**config.mk**
```make
export PLATFORM = sky130hd
export DESIGN_NAME = sta_ctrl
export DESIGN_NICKNAME = d
export VERILOG_FILES = /design/src/rtl/sta_pkg.sv /design/src/rtl/sta_ctrl.sv
export VERILOG_INCLUDE_DIRS = /design/src /design/src/rtl
export SDC_FILE = /design/constraint.sdc
export NUM_CORES = 1
export LEC_CHECK = 0
export BUFFER_PORTS_ARGS = -buffer_cell sky130_fd_sc_hd__buf_2
export CORE_AREA = 2 2 39 41
export DETAILED_ROUTE_END_ITERATION = 16
export DIE_AREA = 0 0 41 43
export PLACE_DENSITY = 0.44
export SYNTH_ARGS = -nofsm -noshare
export SYNTH_HDL_FRONTEND = slang
export SYNTH_SLANG_ARGS = --single-unit
```
**constraint.sdc**
```tcl
create_clock -name aclk -period 3 [get_ports aclk]
set_input_delay 0.3 -clock aclk [delete_from_list [all_inputs] [get_ports aclk]]
set_output_delay 0.3 -clock aclk [all_outputs]
set_load 0.02 [all_outputs]
```
**src/rtl/session_table_with_aging_defines.svh**
```systemverilog
// Assertion helpers shared by the session table modules.
// Every macro samples on aclk and is disabled while aresetn is low.
`ifndef SESSION_TABLE_WITH_AGING_DEFINES_SVH
`define SESSION_TABLE_WITH_AGING_DEFINES_SVH

// The consequent must hold in the same cycle as the antecedent.
`define STA_ASSERT_NOW(lbl, ante, cons, msg) \
    lbl: assert property (@(posedge aclk) disable iff (!aresetn) (ante) |-> (cons)) \
        else $error(msg);

// The consequent must hold in the cycle after the antecedent.
`define STA_ASSERT_NEXT(lbl, ante, cons, msg) \
    lbl: assert property (@(posedge aclk) disable iff (!aresetn) (ante) |=> (cons)) \
        else $error(msg);

`endif

```
**src/rtl/sta_pkg.sv**
```systemverilog
`default_nettype none

package sta_pkg;

    localparam int ENTRIES      = 16;
    localparam int KEY_BYTES    = 32;
    localparam int PAYLOAD_BITS = 64;

    localparam int WORD_W    = 64;
    localparam int KEY_WORDS = 4;
    localparam int KEY_W     = WORD_W * KEY_WORDS;
    localparam int IDX_W     = $clog2(ENTRIES);
    localparam int CNT_W     = $clog2(ENTRIES + 1);
    localparam int TIME_W    = 32;
    localparam int FUNC_W    = 3;
    localparam int STATUS_W  = 2;
    localparam int SLOT_W    = 4;
    localparam int ACTIVE_W  = 5;

    localparam logic [FUNC_W-1:0] FUNC_ADD     = 3'd0;
    localparam logic [FUNC_W-1:0] FUNC_FIND    = 3'd1;
    localparam logic [FUNC_W-1:0] FUNC_REMOVE  = 3'd2;
    localparam logic [FUNC_W-1:0] FUNC_CLEANUP = 3'd3;
    localparam logic [FUNC_W-1:0] FUNC_TICK    = 3'd4;

    localparam logic [STATUS_W-1:0] STATUS_OK        = 2'd0;
    localparam logic [STATUS_W-1:0] STATUS_FULL      = 2'd1;
    localparam logic [STATUS_W-1:0] STATUS_NOT_FOUND = 2'd2;

    // Bytes of the key that take part in storing and matching; word 0 is
    // the most significant word, and within a word the first byte is on top.
    function automatic logic [KEY_W-1:0] key_mask_f();
        logic [KEY_W-1:0] mask;
        int n;
        mask = '0;
        for (int w = 0; w < KEY_WORDS; w++) begin
            n = KEY_BYTES - 8 * w;
            if (n >= 8) begin
                mask[KEY_W-1-WORD_W*w -: WORD_W] = '1;
            end else if (n > 0) begin
                mask[KEY_W-1-WORD_W*w -: WORD_W] = {WORD_W{1'b1}} << (WORD_W - 8 * n);
            end
        end
        return mask;
    endfunction

    localparam logic [KEY_W-1:0] KEY_MASK = key_mask_f();

    typedef struct packed {
        logic [FUNC_W-1:0] func;
        logic [63:0]       key_word0;
        logic [63:0]       key_word1;
        logic [63:0]       key_word2;
        logic [63:0]       key_word3;
        logic [63:0]       payload_in;
    } in_item_t;

    typedef struct packed {
        logic [STATUS_W-1:0] status;
        logic [63:0]         payload_out;
        logic [SLOT_W-1:0]   slot;
        logic [ACTIVE_W-1:0] active_count;
    } out_item_t;

    typedef enum logic [1:0] {
        ST_IDLE,
        ST_SCAN,
        ST_FINISH
    } sta_state_t;

    typedef struct packed {
        logic load;
        logic tick;
        logic scan;
        logic take;
        logic miss;
        logic emit;
    } dp_cmd_t;

    typedef struct packed {
        logic hit;
        logic last;
        logic max_age_zero;
        logic out_free;
    } dp_status_t;

endpackage

`default_nettype wire

```
**src/rtl/sta_ctrl.sv**
```systemverilog
`default_nettype none
`include "session_table_with_aging_defines.svh"

module sta_ctrl import sta_pkg::*; (
    input  wire logic              aclk,
    input  wire logic              aresetn,
    input  wire logic              s_valid,
    output logic                   s_ready,
    input  wire logic [FUNC_W-1:0] func,
    input  wire dp_status_t        st,
    output dp_cmd_t                cmd
);

    sta_state_t state_reg, state_next;
    logic       sweep_reg, sweep_next;

    always_ff @(posedge aclk) begin
        if (!aresetn) begin
            state_reg <= ST_IDLE;
            sweep_reg <= 1'b0;
        end else begin
            state_reg <= state_next;
            sweep_reg <= sweep_next;
        end
    end

    always_comb begin
        state_next = state_reg;
        sweep_next = sweep_reg;
        s_ready    = 1'b0;
        cmd        = '0;
        case (state_reg)
            ST_IDLE: begin
                s_ready = 1'b1;
                if (s_valid) begin
                    cmd.load   = 1'b1;
                    sweep_next = (func == FUNC_CLEANUP);
                    if (func inside {FUNC_ADD, FUNC_FIND, FUNC_REMOVE}) begin
                        state_next = ST_SCAN;
                    end else if (func == FUNC_CLEANUP && !st.max_age_zero) begin
                        state_next = ST_SCAN;
                    end else begin
                        cmd.tick   = (func == FUNC_TICK);
                        state_next = ST_FINISH;
                    end
                end
            end
            ST_SCAN: begin
                cmd.scan = 1'b1;
                if (st.hit) begin
                    cmd.take = 1'b1;
                    if (!sweep_reg) begin
                        state_next = ST_FINISH;
                    end
                end
                if (st.last) begin
                    // A search that reaches the top slot without a hit has failed.
                    cmd.miss   = !sweep_reg && !st.hit;
                    state_next = ST_FINISH;
                end
            end
            ST_FINISH: begin
                if (st.out_free) begin
                    cmd.emit   = 1'b1;
                    state_next = ST_IDLE;
                end
            end
            default: begin
                state_next = ST_IDLE;
            end
        endcase
    end

    `STA_ASSERT_NEXT(a_accept_leaves_idle, s_valid && s_ready, state_reg != ST_IDLE,
        "accepted transaction did not start an operation")
    `STA_ASSERT_NEXT(a_scan_ends, state_reg == ST_SCAN && st.last, state_reg == ST_FINISH,
        "scan continued past the last slot")

endmodule

`default_nettype wire

```
# After elaboration in Yosys (flattened, before gate mapping)
# Cells that the tools add are included.
dict set report classes {
  eq_ne 10
  n_mux 18
  n_reduce_logical 10
}
# operator count
set op_table {}
lappend op_table {{$mux 2} 9}
lappend op_table {{$mux 1} 7}
lappend op_table {{$eq 3x2->1 const B} 2}
lappend op_table {{$ne 3x3->1 const B} 2}
lappend op_table {{$pmux 2 s3} 1}
lappend op_table {{$ne 2x2->1 const B} 2}
lappend op_table {{$reduce_and 4->1} 1}
lappend op_table {{$eq 3x1->1 const B} 1}
lappend op_table {{$eq 3x3->1 const B} 1}
lappend op_table {{$logic_not 1->1} 3}
lappend op_table {{$logic_not 3->1} 1}
lappend op_table {{$mux 3} 1}
lappend op_table {{$reduce_bool 3->1} 1}
lappend op_table {{$eq 2x1->1 const B} 1}
lappend op_table {{$eq 2x2->1 const B} 1}
lappend op_table {{$logic_and 1x1->1} 2}
lappend op_table {{$logic_not 2->1} 1}
lappend op_table {{$reduce_and 2->1} 1}
dict set report word_totals {
  ff_bits 3
  out_inout_bits 7
}

# Longest topological paths before layout
# Gate-level depths: netlist of the first run.
dict set report depth {
  word_depth 6
  ltp_mapped 4
  mapped_depth_nobuf 3
}

# Least setup slack after synthesis of the first run
# Ideal clock, no wire load.
dict set report synth_path {
  path_type {reg-to-output}
  start {register state_reg[1]}
  end {output cmd[1] (netlist name)}
  arrival_ps 1348
  t_required_ps 2700
  setup_slack_ps 1352
  path_stages_with_launch 4
  n_path_buf 1
  cell_sequence {dfxtp_1 -> buf_6 -> nand2b_1 -> nor4b_1}
}
# item line
set synth_lines {}
lappend synth_lines {{from (decl)} sta_ctrl.sv:14} ;# sta_state_t state_reg, state_next;
lappend synth_lines {{from (signal assigned)} sta_ctrl.sv:22} ;# state_reg <= state_next;
lappend synth_lines {{to (decl)} sta_ctrl.sv:11} ;# output dp_cmd_t cmd

==> impl_metrics.py, run 1 <==
metrics = {
    "status": {
        "run_status": "finished clean",
    },
    "clock_network": {
        "cts_tree": "yes",
        "cts_resized": 0,
        "cts_root_buf": "clkbuf_4",
        "cts_hold_buf": 0,
        "htree_levels": 1,
        "cts_setup_buffers": 0,
        "cts_buffer_depth": 2,
        "numCtsBuffers": 3,
        "clock_sinks": 3,
        "clk_latency_ps": 230,
        "clk_pin_slew_ps": 40,
    },
    "die": {
        "core-area_mm2": 0.001384,
        "die-area_mm2": 0.001763,
        "rows": 14,
        "die_h_um": 43,
        "die_w_um": 41,
        "start_util": 0.1808,
        "ios": 17,
    },
    "timing": {
        "fin_crit_sh": 0.5291,
        "fmax_mhz": 630.0,
        "tns_ps": 0,
        "period_minus_slack_ps": 1587,
        "slew-limit-headroom": 0.8086,
        "hold_slack_ps": 313.1,
        "hold_viol_final": 0,
        "worstMarginPinSlew_ps": 279.2,
        "rsz0062_at_grt": "false",
        "finalClockSkew_ps": 4.393,
        "setup_viol": 0,
        "final_max_slew_viol_count": 0,
        "setup_slack_ps": 1413,
    },
    "drt": {
        "drc": 0,
        "postRouteWirelength_um": 626,
        "vias_per_cell": 4.277,
        "first_pass_iters": 4,
        "ant_nets": 0,
        "drtIter0Drc": 5,
        "routedWlPerCell_um": 9.631,
        "via_count": 278,
    },
    "placed_design": {
        "place_congestion": 0.7080,
        "hpwl_um": 500.3,
        "io_buffers": 16,
        "placed_area_um2": 339.1,
        "dp_slack_ps": 1660,
    },
    "final_layout": {
        "insertedDiodeCount": 0,
        "final_cell_area_um2": 365.4,
        "largest_register_ffs": 2,
        "fin_nets": 60,
        "drive_gt1_frac": 0.4694,
        "syn2layout_area_growth_pct": 46.00,
        "fill_cells": 158,
    },
    "worst_setup_path": {
        "critPathRequiredTime_ps": 2700,
        "critPathKind": "register to output port",
        "worstPathArrival_ps": 1290,
        "worstReg2RegStart": "state_reg[1]$_SDFFE_PN0P_",
        "cp-end-kind": "output port",
        "worstPathMaxFanout": 8,
        "startpoint_type": "register",
        "crit_path_start": "state_reg[1]$_SDFFE_PN0P_",
    },
    "yosys": {
        "synth_area_leader_cell": "dfxtp_1",
        "synth-seq-area-share": 0.2400,
        "synthFlopType": "dfxtp_1",
        "async_flop_share": 0,
        "syn-num-nets": 40,
        "synth_cell_types": 20,
        "synth.top_cell.area_share": 0.2400,
        "synth_area_um2": 250.2,
        "synth_common_cells": "and3_1, dfxtp_1, inv_1",
        "synth-edff-count": 0,
        "yosysWarnings": 0,
        "synthTopCellsByArea": "dfxtp_1, mux2i_1, and3_1",
        "ys_seq_elements": 3,
        "avgSynthCellArea_um2": 8.341,
        "synth_cells": 30,
    },
    "power": {
        "p_clk_frac": 0.401,
        "seqPwrFrac": 0.286,
        "p_int_uw": 119.6,
        "switching_share": 0.3230,
        "p_per_area_mw_per_mm2": 483.5,
        "switchingPower_uw": 57.06,
        "share_comb_of_total_power": 0.313,
        "vdd_ir_drop_max_v": 0.0001796,
        "power_uw": 176.6,
        "p_leak_nw": 0.1922,
    },
    "grt": {
        "track_usage": 0.1002,
        "antenna_found_initial": 0,
        "grt_pass1_wl_mm": 1.124,
        "grt_max_degree": 9,
        "first_global_vias": 273,
        "gr-total-overflow": 0,
    },
    "flow_run": {
        "drv_cap": 0,
    },
    "hold_path": {
        "hold_class": "primary input to register",
        "hold_start": "aresetn",
    },
}
## power by group through the flow
stage	clock, mW	sequential, mW	combinational [mW]
floorplan	0	0.0468	0.0453
global placement	0	0.0513	0.0568
detailed placement	0	0.0511	0.0557
CTS	0.0745	0.0505	0.0562
global route	0.0776	0.0520	0.0615
finish	0.0708	0.0506	0.0553
## placed cells by master, fill, tap and decap left out
cell and n:
buf_2 16, inv_1 3, and3_1 3, clkbuf_4 3
dfxtp_1 3, nor2_1 2, mux2i_1 2, nor2b_1 2
nand2_1 2, nor3b_2 1, nand2b_1 1, nor4b_1 1
and3_2 1, or3_4 1, nor3_2 1, nor3_1 1
o21a_1 1, o2bb2ai_1 1, o311ai_0 1, o22ai_1 1
and3b_1 1, clkbuf_1 1
## critical path, stage by stage (launching register included)
cell,delay (ps)
dfxtp_1,370
nand2b_1,210
nor4b_1,260
buf_2,210
## routing by layer
metal  vias to the layer above  GRT usage  wire length [um]
li1                        145          -                 -
met1                       122     0.1246               279
met2                         9     0.1219               300
met3                         2    0.03665                36
met4                         0     0.1000                10
met5                         -          0                 0
## cell type report
class	instances	area, um^2	share of cell area
clock buffer	4	26.28	0.07192
inverter	3	11.26	0.03082
multi-input combinational	23	167.7	0.4589
sequential	3	60.06	0.1644
tap	16	20.02	0.05479
timing repair buffer	16	80.08	0.2192
## stage by stage
stage	util	instances
after floorplan	-	30
after global placement	0.2450	61
after detailed placement	0.2450	61
after CTS	0.2640	65
after global routing	0.2640	65
final	0.2640	65
## kinds of logic after synthesis
logic type	count (synthesis)	synth area share
buffers and inverters	4	0.08999
AND/OR/NAND/NOR	17	0.4650
flip-flops	3	0.2400
AO/OA/AOI/OAI	4	0.1250
multiplexers	2	0.08000
## worst paths after layout
check                         endpoint  depth (start not counted)  slack, ps
min          state_reg[0]$_SDFFE_PN0P_                          2        310
max reg2reg  state_reg[1]$_SDFFE_PN0P_                          3       1810
min reg2reg     sweep_reg$_SDFFE_PN0P_                          2        540
max                             cmd[1]                          3       1410
(Power assumes the default switching activity.)
==> inputs of run 2 (changes only) <==
--- a/config.mk
+++ b/config.mk
@@ -6,11 +6,12 @@
 export SDC_FILE = /design/constraint.sdc
 export NUM_CORES = 1
 export LEC_CHECK = 0
+export ABC_AREA = 1
 export BUFFER_PORTS_ARGS = -buffer_cell sky130_fd_sc_hd__buf_2
 export CORE_AREA = 2 2 39 41
 export DETAILED_ROUTE_END_ITERATION = 16
 export DIE_AREA = 0 0 41 43
-export PLACE_DENSITY = 0.44
+export PLACE_DENSITY = 0.42
 export SYNTH_ARGS = -nofsm -noshare
 export SYNTH_HDL_FRONTEND = slang
 export SYNTH_SLANG_ARGS = --single-unit
==> constraint.sdc (replaced) <==
create_clock -name aclk -period 1.6 [get_ports aclk]
set_input_delay 0.16 -clock aclk [delete_from_list [all_inputs] [get_ports aclk]]
set_output_delay 0.16 -clock aclk [all_outputs]
set_load 0.02 [all_outputs]
==> run 2 against run 1 <==
  * Critical path depth is 2 higher
  * Area after synthesis shrank 8.5%
  * Combinational power increased by 110%
  * Sequential power grew 92%
  * Via count grew 4.0%
  * Sequential share of layout area grew 0.46 points
  * Register-to-register slack got worse by 1200 ps
  * Wire length shrank 8.6%
  * Flip-flop and latch count unchanged
  * Clock power increased by 88%
  * Final cell count is 20% higher
  * Largest cell class unchanged
  * Highest routed layer is now met3
==> impl_metrics.py, run 2 <==
metrics = {
    "yosys": {
        "synthTopCellsByArea": "dfxtp_1, inv_1, nand2_1",
        "async_flop_share": 0,
        "synth_top_family_by_area": "simple AND/OR/NAND/NOR gates",
        "synth_common_cells": "inv_1, nand2_1, nor2_1, dfxtp_1, nand3_1",
        "synth_fa_ha_area_frac": 0,
        "synth_area_um2": 229.0,
        "synth_area_leader_cell": "dfxtp_1",
        "syn-num-nets": 52,
        "synth-simple-area-share": 0.4262,
        "synth_cells": 42,
        "ys_seq_elements": 3,
        "synth-edff-count": 0,
        "synth_compound_area_frac": 0.09836,
        "synth_cell_types": 12,
        "synth-seq-area-share": 0.2623,
        "yosysWarnings": 0,
        "avgSynthCellArea_um2": 5.452,
        "synth.mux.area_fraction": 0,
        "synth_xor_area_frac": 0,
        "synth.most_common_cell": "inv_1",
        "synth.top_cell.area_share": 0.2623,
        "synthFlopType": "dfxtp_1",
    },
    "timing": {
        "hold_viol_final": 0,
        "fmax_mhz": 717.7,
        "slew-limit-headroom": 0.8549,
        "fin_crit_sh": 0.8708,
        "worstMarginPinSlew_ps": 215.7,
        "rsz0062_at_grt": "false",
        "tns_ps": 0,
        "finalClockSkew_ps": 1.357,
        "period_minus_slack_ps": 1393,
        "final_max_slew_viol_count": 0,
        "hold_slack_ps": 176.9,
        "setup_viol": 0,
    },
    "worst_setup_path": {
        "critPathRequiredTime_ps": 1440,
        "worstPathMaxFanout": 3,
        "cp-end-kind": "output port",
        "worstPathArrival_ps": 1230,
        "startpoint_type": "register",
        "critPathKind": "register to output port",
    },
    "die": {
        "die_h_um": 43,
        "die_w_um": 41,
        "rows": 14,
        "core-area_mm2": 0.001384,
        "ios": 17,
        "die-area_mm2": 0.001763,
        "start_util": 0.1655,
    },
    "hold_path": {
        "hold_class": "primary input to register",
    },
    "clock_network": {
        "clk_pin_slew_ps": 30,
        "cts_hold_buf": 0,
        "clock_sinks": 3,
        "cts_buffer_depth": 2,
        "htree_levels": 1,
        "cts_resized": 0,
        "numCtsBuffers": 3,
        "clk_latency_ps": 230,
        "cts_setup_buffers": 0,
        "cts_tree": "yes",
        "cts_root_buf": "clkbuf_4",
    },
    "power": {
        "p_per_area_mw_per_mm2": 972.2,
        "vdd_ir_drop_max_v": 0.0003905,
        "p_leak_nw": 0.2153,
    },
    "grt": {
        "globalRouteMet3Util": 0.07853,
        "antenna_found_initial": 0,
        "use_met2": 0.1219,
        "first_global_vias": 271,
        "grt_max_degree": 7,
        "grt_pass1_wl_um": 986,
        "gr-total-overflow": 0,
        "met1_usage": 0.09295,
        "track_usage": 0.08927,
        "top_usage_layer": "met2",
    },
    "drt": {
        "via_count": 289,
        "postRouteWirelength_um": 572,
        "drc": 0,
        "vias_per_cell": 3.705,
        "first_pass_iters": 1,
        "ant_nets": 0,
        "routedWlPerCell_um": 7.333,
        "drtIter0Drc": 0,
    },
    "final_layout": {
        "register_area_um2": 60.06,
        "final_cell_mix": "buf_2, inv_1, nand2_1, nor2_1",
        "insertedDiodeCount": 0,
        "syn2layout_area_growth_pct": 55.19,
        "layout_commonest_cell": "buf_2",
        "largest_register_ffs": 2,
        "fin_nets": 73,
        "drive_gt1_frac": 0.3710,
        "fill_cells": 164,
        "multi_input_area_um2": 120.1,
    },
    "status": {
        "run_status": "finished clean",
    },
    "placed_design": {
        "hpwl_um": 473.4,
        "io_buffers": 16,
        "place_congestion": 0.6633,
    },
    "flow_run": {
        "drv_cap": 0,
    },
}
## run 2: cell count changes in the layout (fill, tap and decap cells not counted), sizes merged, moves of 3 or more
cell	delta
inv	+10
nor2	+7
nand2	+5
and3	-4
nand3	+3
## run 2: logic make-up (layout without fill, tap and decap cells)
family	count (synthesis)	after routing
AOI/OAI and AO/OA	4	4
buffers and inverters	13	33
DFF	3	3
and+or+nand+nor	22	22
## run 2: where the power goes
| part | internal (mW) | switching (mW) | leakage [nW] |
|---|---|---|---|
| Clock | 0.0934 | 0.0394 | 0.0150 |
| Sequential | 0.0852 | 0.0121 | 0.0247 |
| Combinational | 0.0434 | 0.0719 | 0.176 |
| Total | 0.222 | 0.123 | 0.215 |
## run 2: critical path, stage by stage, from the launching register on
cell	delay [ps]
dfxtp_1	350
inv_1	80
nor2_2	130
inv_1	70
nor4_1	160
buf_2	210
## run 2: path summary, 6_finish.rpt
check,startpoint,to,slack [ps],cells past startpoint
setup reg to reg,state_reg[1]$_SDFFE_PN0P_,sweep_reg$_SDFFE_PN0P_,590,6
hold / removal,aresetn,sweep_reg$_SDFFE_PN0P_,180,3
setup / recovery,state_reg[0]$_SDFFE_PN0P_,cmd[1],210,5
hold reg to reg,sweep_reg$_SDFFE_PN0P_,sweep_reg$_SDFFE_PN0P_,550,2
## run 2: cell type report
cell class                      instances  area share
Multi-Input combinational cell         26      0.3380
Timing Repair Buffer                   16      0.2254
Inverter                               13      0.1373
Sequential cell                         3      0.1690
Clock buffer                            4     0.07394
Tap cell                               16     0.05634
## run 2: routing by layer
metal,share of wire,wire [um]
met1,0.42,241
met2,0.49,282
met3,0.084,48
met4,0,0
met5,0,0
## run 2: stage by stage
step	total power, mW	cell area, um^2	utilization	cells	worst slack (ps)
2_1_floorplan	0.1763	229.0	-	42	40.80
3_3_place_gp	0.2155	329.1	0.2378	74	421.0
3_5_place_dp	0.2150	329.1	0.2378	74	432.5
4_1_cts	0.3556	355.3	0.2568	78	172.9
5_1_grt	0.3806	355.3	0.2568	78	16.82
6_report	0.3455	355.3	0.2568	78	206.7
==> inputs of run 3 (changes only) <==
==> constraint.sdc (replaced) <==
create_clock -name aclk -period 1.4 [get_ports aclk]
set_input_delay 0.14 -clock aclk [delete_from_list [all_inputs] [get_ports aclk]]
set_output_delay 0.14 -clock aclk [all_outputs]
set_load 0.02 [all_outputs]
==> run 3 against run 2 <==
  * Flip-flop and latch count unchanged
  * Wire length rose by 2.4%
  * Cell area up 4.6%
  * Clock skew grew 0.72 ps
  * Sequential power up 15%
  * Register-to-register slack lost 200 ps
  * Global-route usage fell by 1.2 points
  * Critical path type unchanged
  * Clock-buffer cell count unchanged
  * First-iteration DRC count unchanged
  * Largest power group unchanged
  * Highest routed layer unchanged
==> impl_metrics.py, run 3 (synthesis gave the netlist of run 2 again) <==
metrics = {
    "clock_network": {
        "clock_sinks": 3,
        "clk_pin_slew_ps": 40,
        "htree_levels": 1,
        "cts_root_buf": "clkbuf_4",
        "cts_tree": "yes",
        "cts_buffer_depth": 2,
        "clk_latency_ps": 230,
        "cts_setup_buffers": 0,
        "numCtsBuffers": 3,
        "cts_resized": 0,
        "cts_hold_buf": 0,
    },
    "power": {
        "p_per_area_mw_per_mm2": 1078,
        "p_int_uw": 255.7,
        "p_clk_frac": 0.382,
        "share_comb_of_total_power": 0.339,
        "power_uw": 400.6,
        "switching_share": 0.3618,
        "switchingPower_uw": 144.9,
        "vdd_ir_drop_max_v": 0.0003384,
        "p_leak_nw": 0.2156,
        "seqPwrFrac": 0.279,
    },
    "drt": {
        "first_pass_iters": 1,
        "ant_nets": 0,
        "postRouteWirelength_um": 586,
        "vias_per_cell": 3.846,
        "routedWlPerCell_um": 7.513,
        "drc": 0,
        "via_count": 300,
        "drtIter0Drc": 0,
    },
    "final_layout": {
        "syn2layout_area_growth_pct": 62.29,
        "fin_nets": 73,
        "final_cell_mix": "buf_2, inv_1, nand2_1, nor2_1",
        "layout_commonest_cell": "buf_2",
        "largest_register_ffs": 2,
        "final_cell_area_um2": 371.6,
        "finalNonFillerCells": 78,
        "insertedDiodeCount": 0,
        "drive_gt1_frac": 0.4355,
    },
    "worst_setup_path": {
        "critPathRequiredTime_ps": 1260,
        "cp-end-kind": "output port",
        "worstPathMaxFanout": 6,
        "worstPathArrival_ps": 1170,
        "critPathKind": "register to output port",
        "worstReg2RegStart": "state_reg[0]$_SDFFE_PN0P_",
        "crit_path_start": "state_reg[1]$_SDFFE_PN0P_",
        "startpoint_type": "register",
    },
    "timing": {
        "finalClockSkew_ps": 2.082,
        "setup_viol": 0,
        "setup_slack_ps": 86.23,
        "final_max_slew_viol_count": 0,
        "fmax_mhz": 761.2,
        "fin_crit_sh": 0.9384,
        "slew-limit-headroom": 0.8548,
        "rsz0062_at_grt": "true",
        "worstMarginPinSlew_ps": 217.5,
        "period_minus_slack_ps": 1314,
        "hold_viol_final": 0,
    },
    "die": {
        "core-area_mm2": 0.001384,
        "die_w_um": 41,
        "die-area_mm2": 0.001763,
        "rows": 14,
        "ios": 17,
        "start_util": 0.1655,
        "die_h_um": 43,
    },
    "grt": {
        "first_global_vias": 275,
        "grt_pass1_wl_um": 855,
        "track_usage": 0.07723,
        "gr-total-overflow": 0,
        "grt_max_degree": 7,
        "antenna_found_initial": 0,
    },
    "placed_design": {
        "place_congestion": 0.6580,
        "dp_slack_ps": 284.1,
        "placed_area_um2": 341.6,
        "dp_cells": 74,
        "io_buffers": 16,
        "hpwl_um": 491.6,
    },
    "hold_path": {
        "hold_class": "primary input to register",
        "hold_start": "aresetn",
    },
    "flow_run": {
        "drv_cap": 0,
    },
    "status": {
        "run_status": "finished clean",
    },
}
==> run 3: cell counts in the layout (fill, tap and decap cells not counted) <==
No cell type changed its count.
==> run 3: layout make-up <==
| cell class | instances | area [um^2] |
|---|---|---|
| Clock buffer | 4 | 26.28 |
| Sequential cell | 3 | 61.31 |
| Fill cell | 173 | 1012 |
| Tap cell | 16 | 20.02 |
| Timing Repair Buffer | 16 | 82.58 |
| Multi-Input combinational cell | 26 | 132.6 |
| Inverter | 13 | 48.80 |
==> run 3: worst paths after layout <==
check	endpoint	slack, ps	cells after the start
max	cmd[4]	90	4
min	state_reg[0]$_SDFFE_PN0P_	160	3
max reg2reg	state_reg[1]$_SDFFE_PN0P_	390	5
min reg2reg	sweep_reg$_SDFFE_PN0P_	550	2
==> run 3: routing by layer <==
layer  global-route usage  part of all wire  wire length, um  vias to the layer above
met5                    0                 0                0                        -
met4               0.1000                 0                0                        0
met3              0.01571             0.067               39                        0
met2               0.1281              0.54              315                        8
met1              0.05769              0.39              231                      128
li1                     -                 -                -                      164
==> run 3: through the flow <==
| step | utilization | setup TNS, ps | hold WS (ps) |
|---|---|---|---|
| after CTS | 0.2658 | 0 | 156.4 |
| after detailed placement | 0.2468 | 0 | 405.5 |
| after floorplan | - | 0 | 291.6 |
| after global routing | 0.2685 | -2.439 | 172.6 |
| final | 0.2685 | 0 | 160.6 |
| after global placement | 0.2468 | 0 | 398.3 |
==> run 3: critical path: stages, from the launching register on <==
cell     delay [ps]
dfxtp_1         350
nor2_2          150
nand2_1         110
nor4_2          130
buf_2           200
==> run 3: power by group through the flow <==
stage                     registers, mW  clock network [mW]  logic, mW
after floorplan                   0.110                   0     0.0944
after global placement            0.113                   0      0.137
after detailed placement          0.113                   0      0.137
after CTS                         0.111               0.164      0.138
after global routing              0.113               0.171      0.153
final                             0.112               0.153      0.136
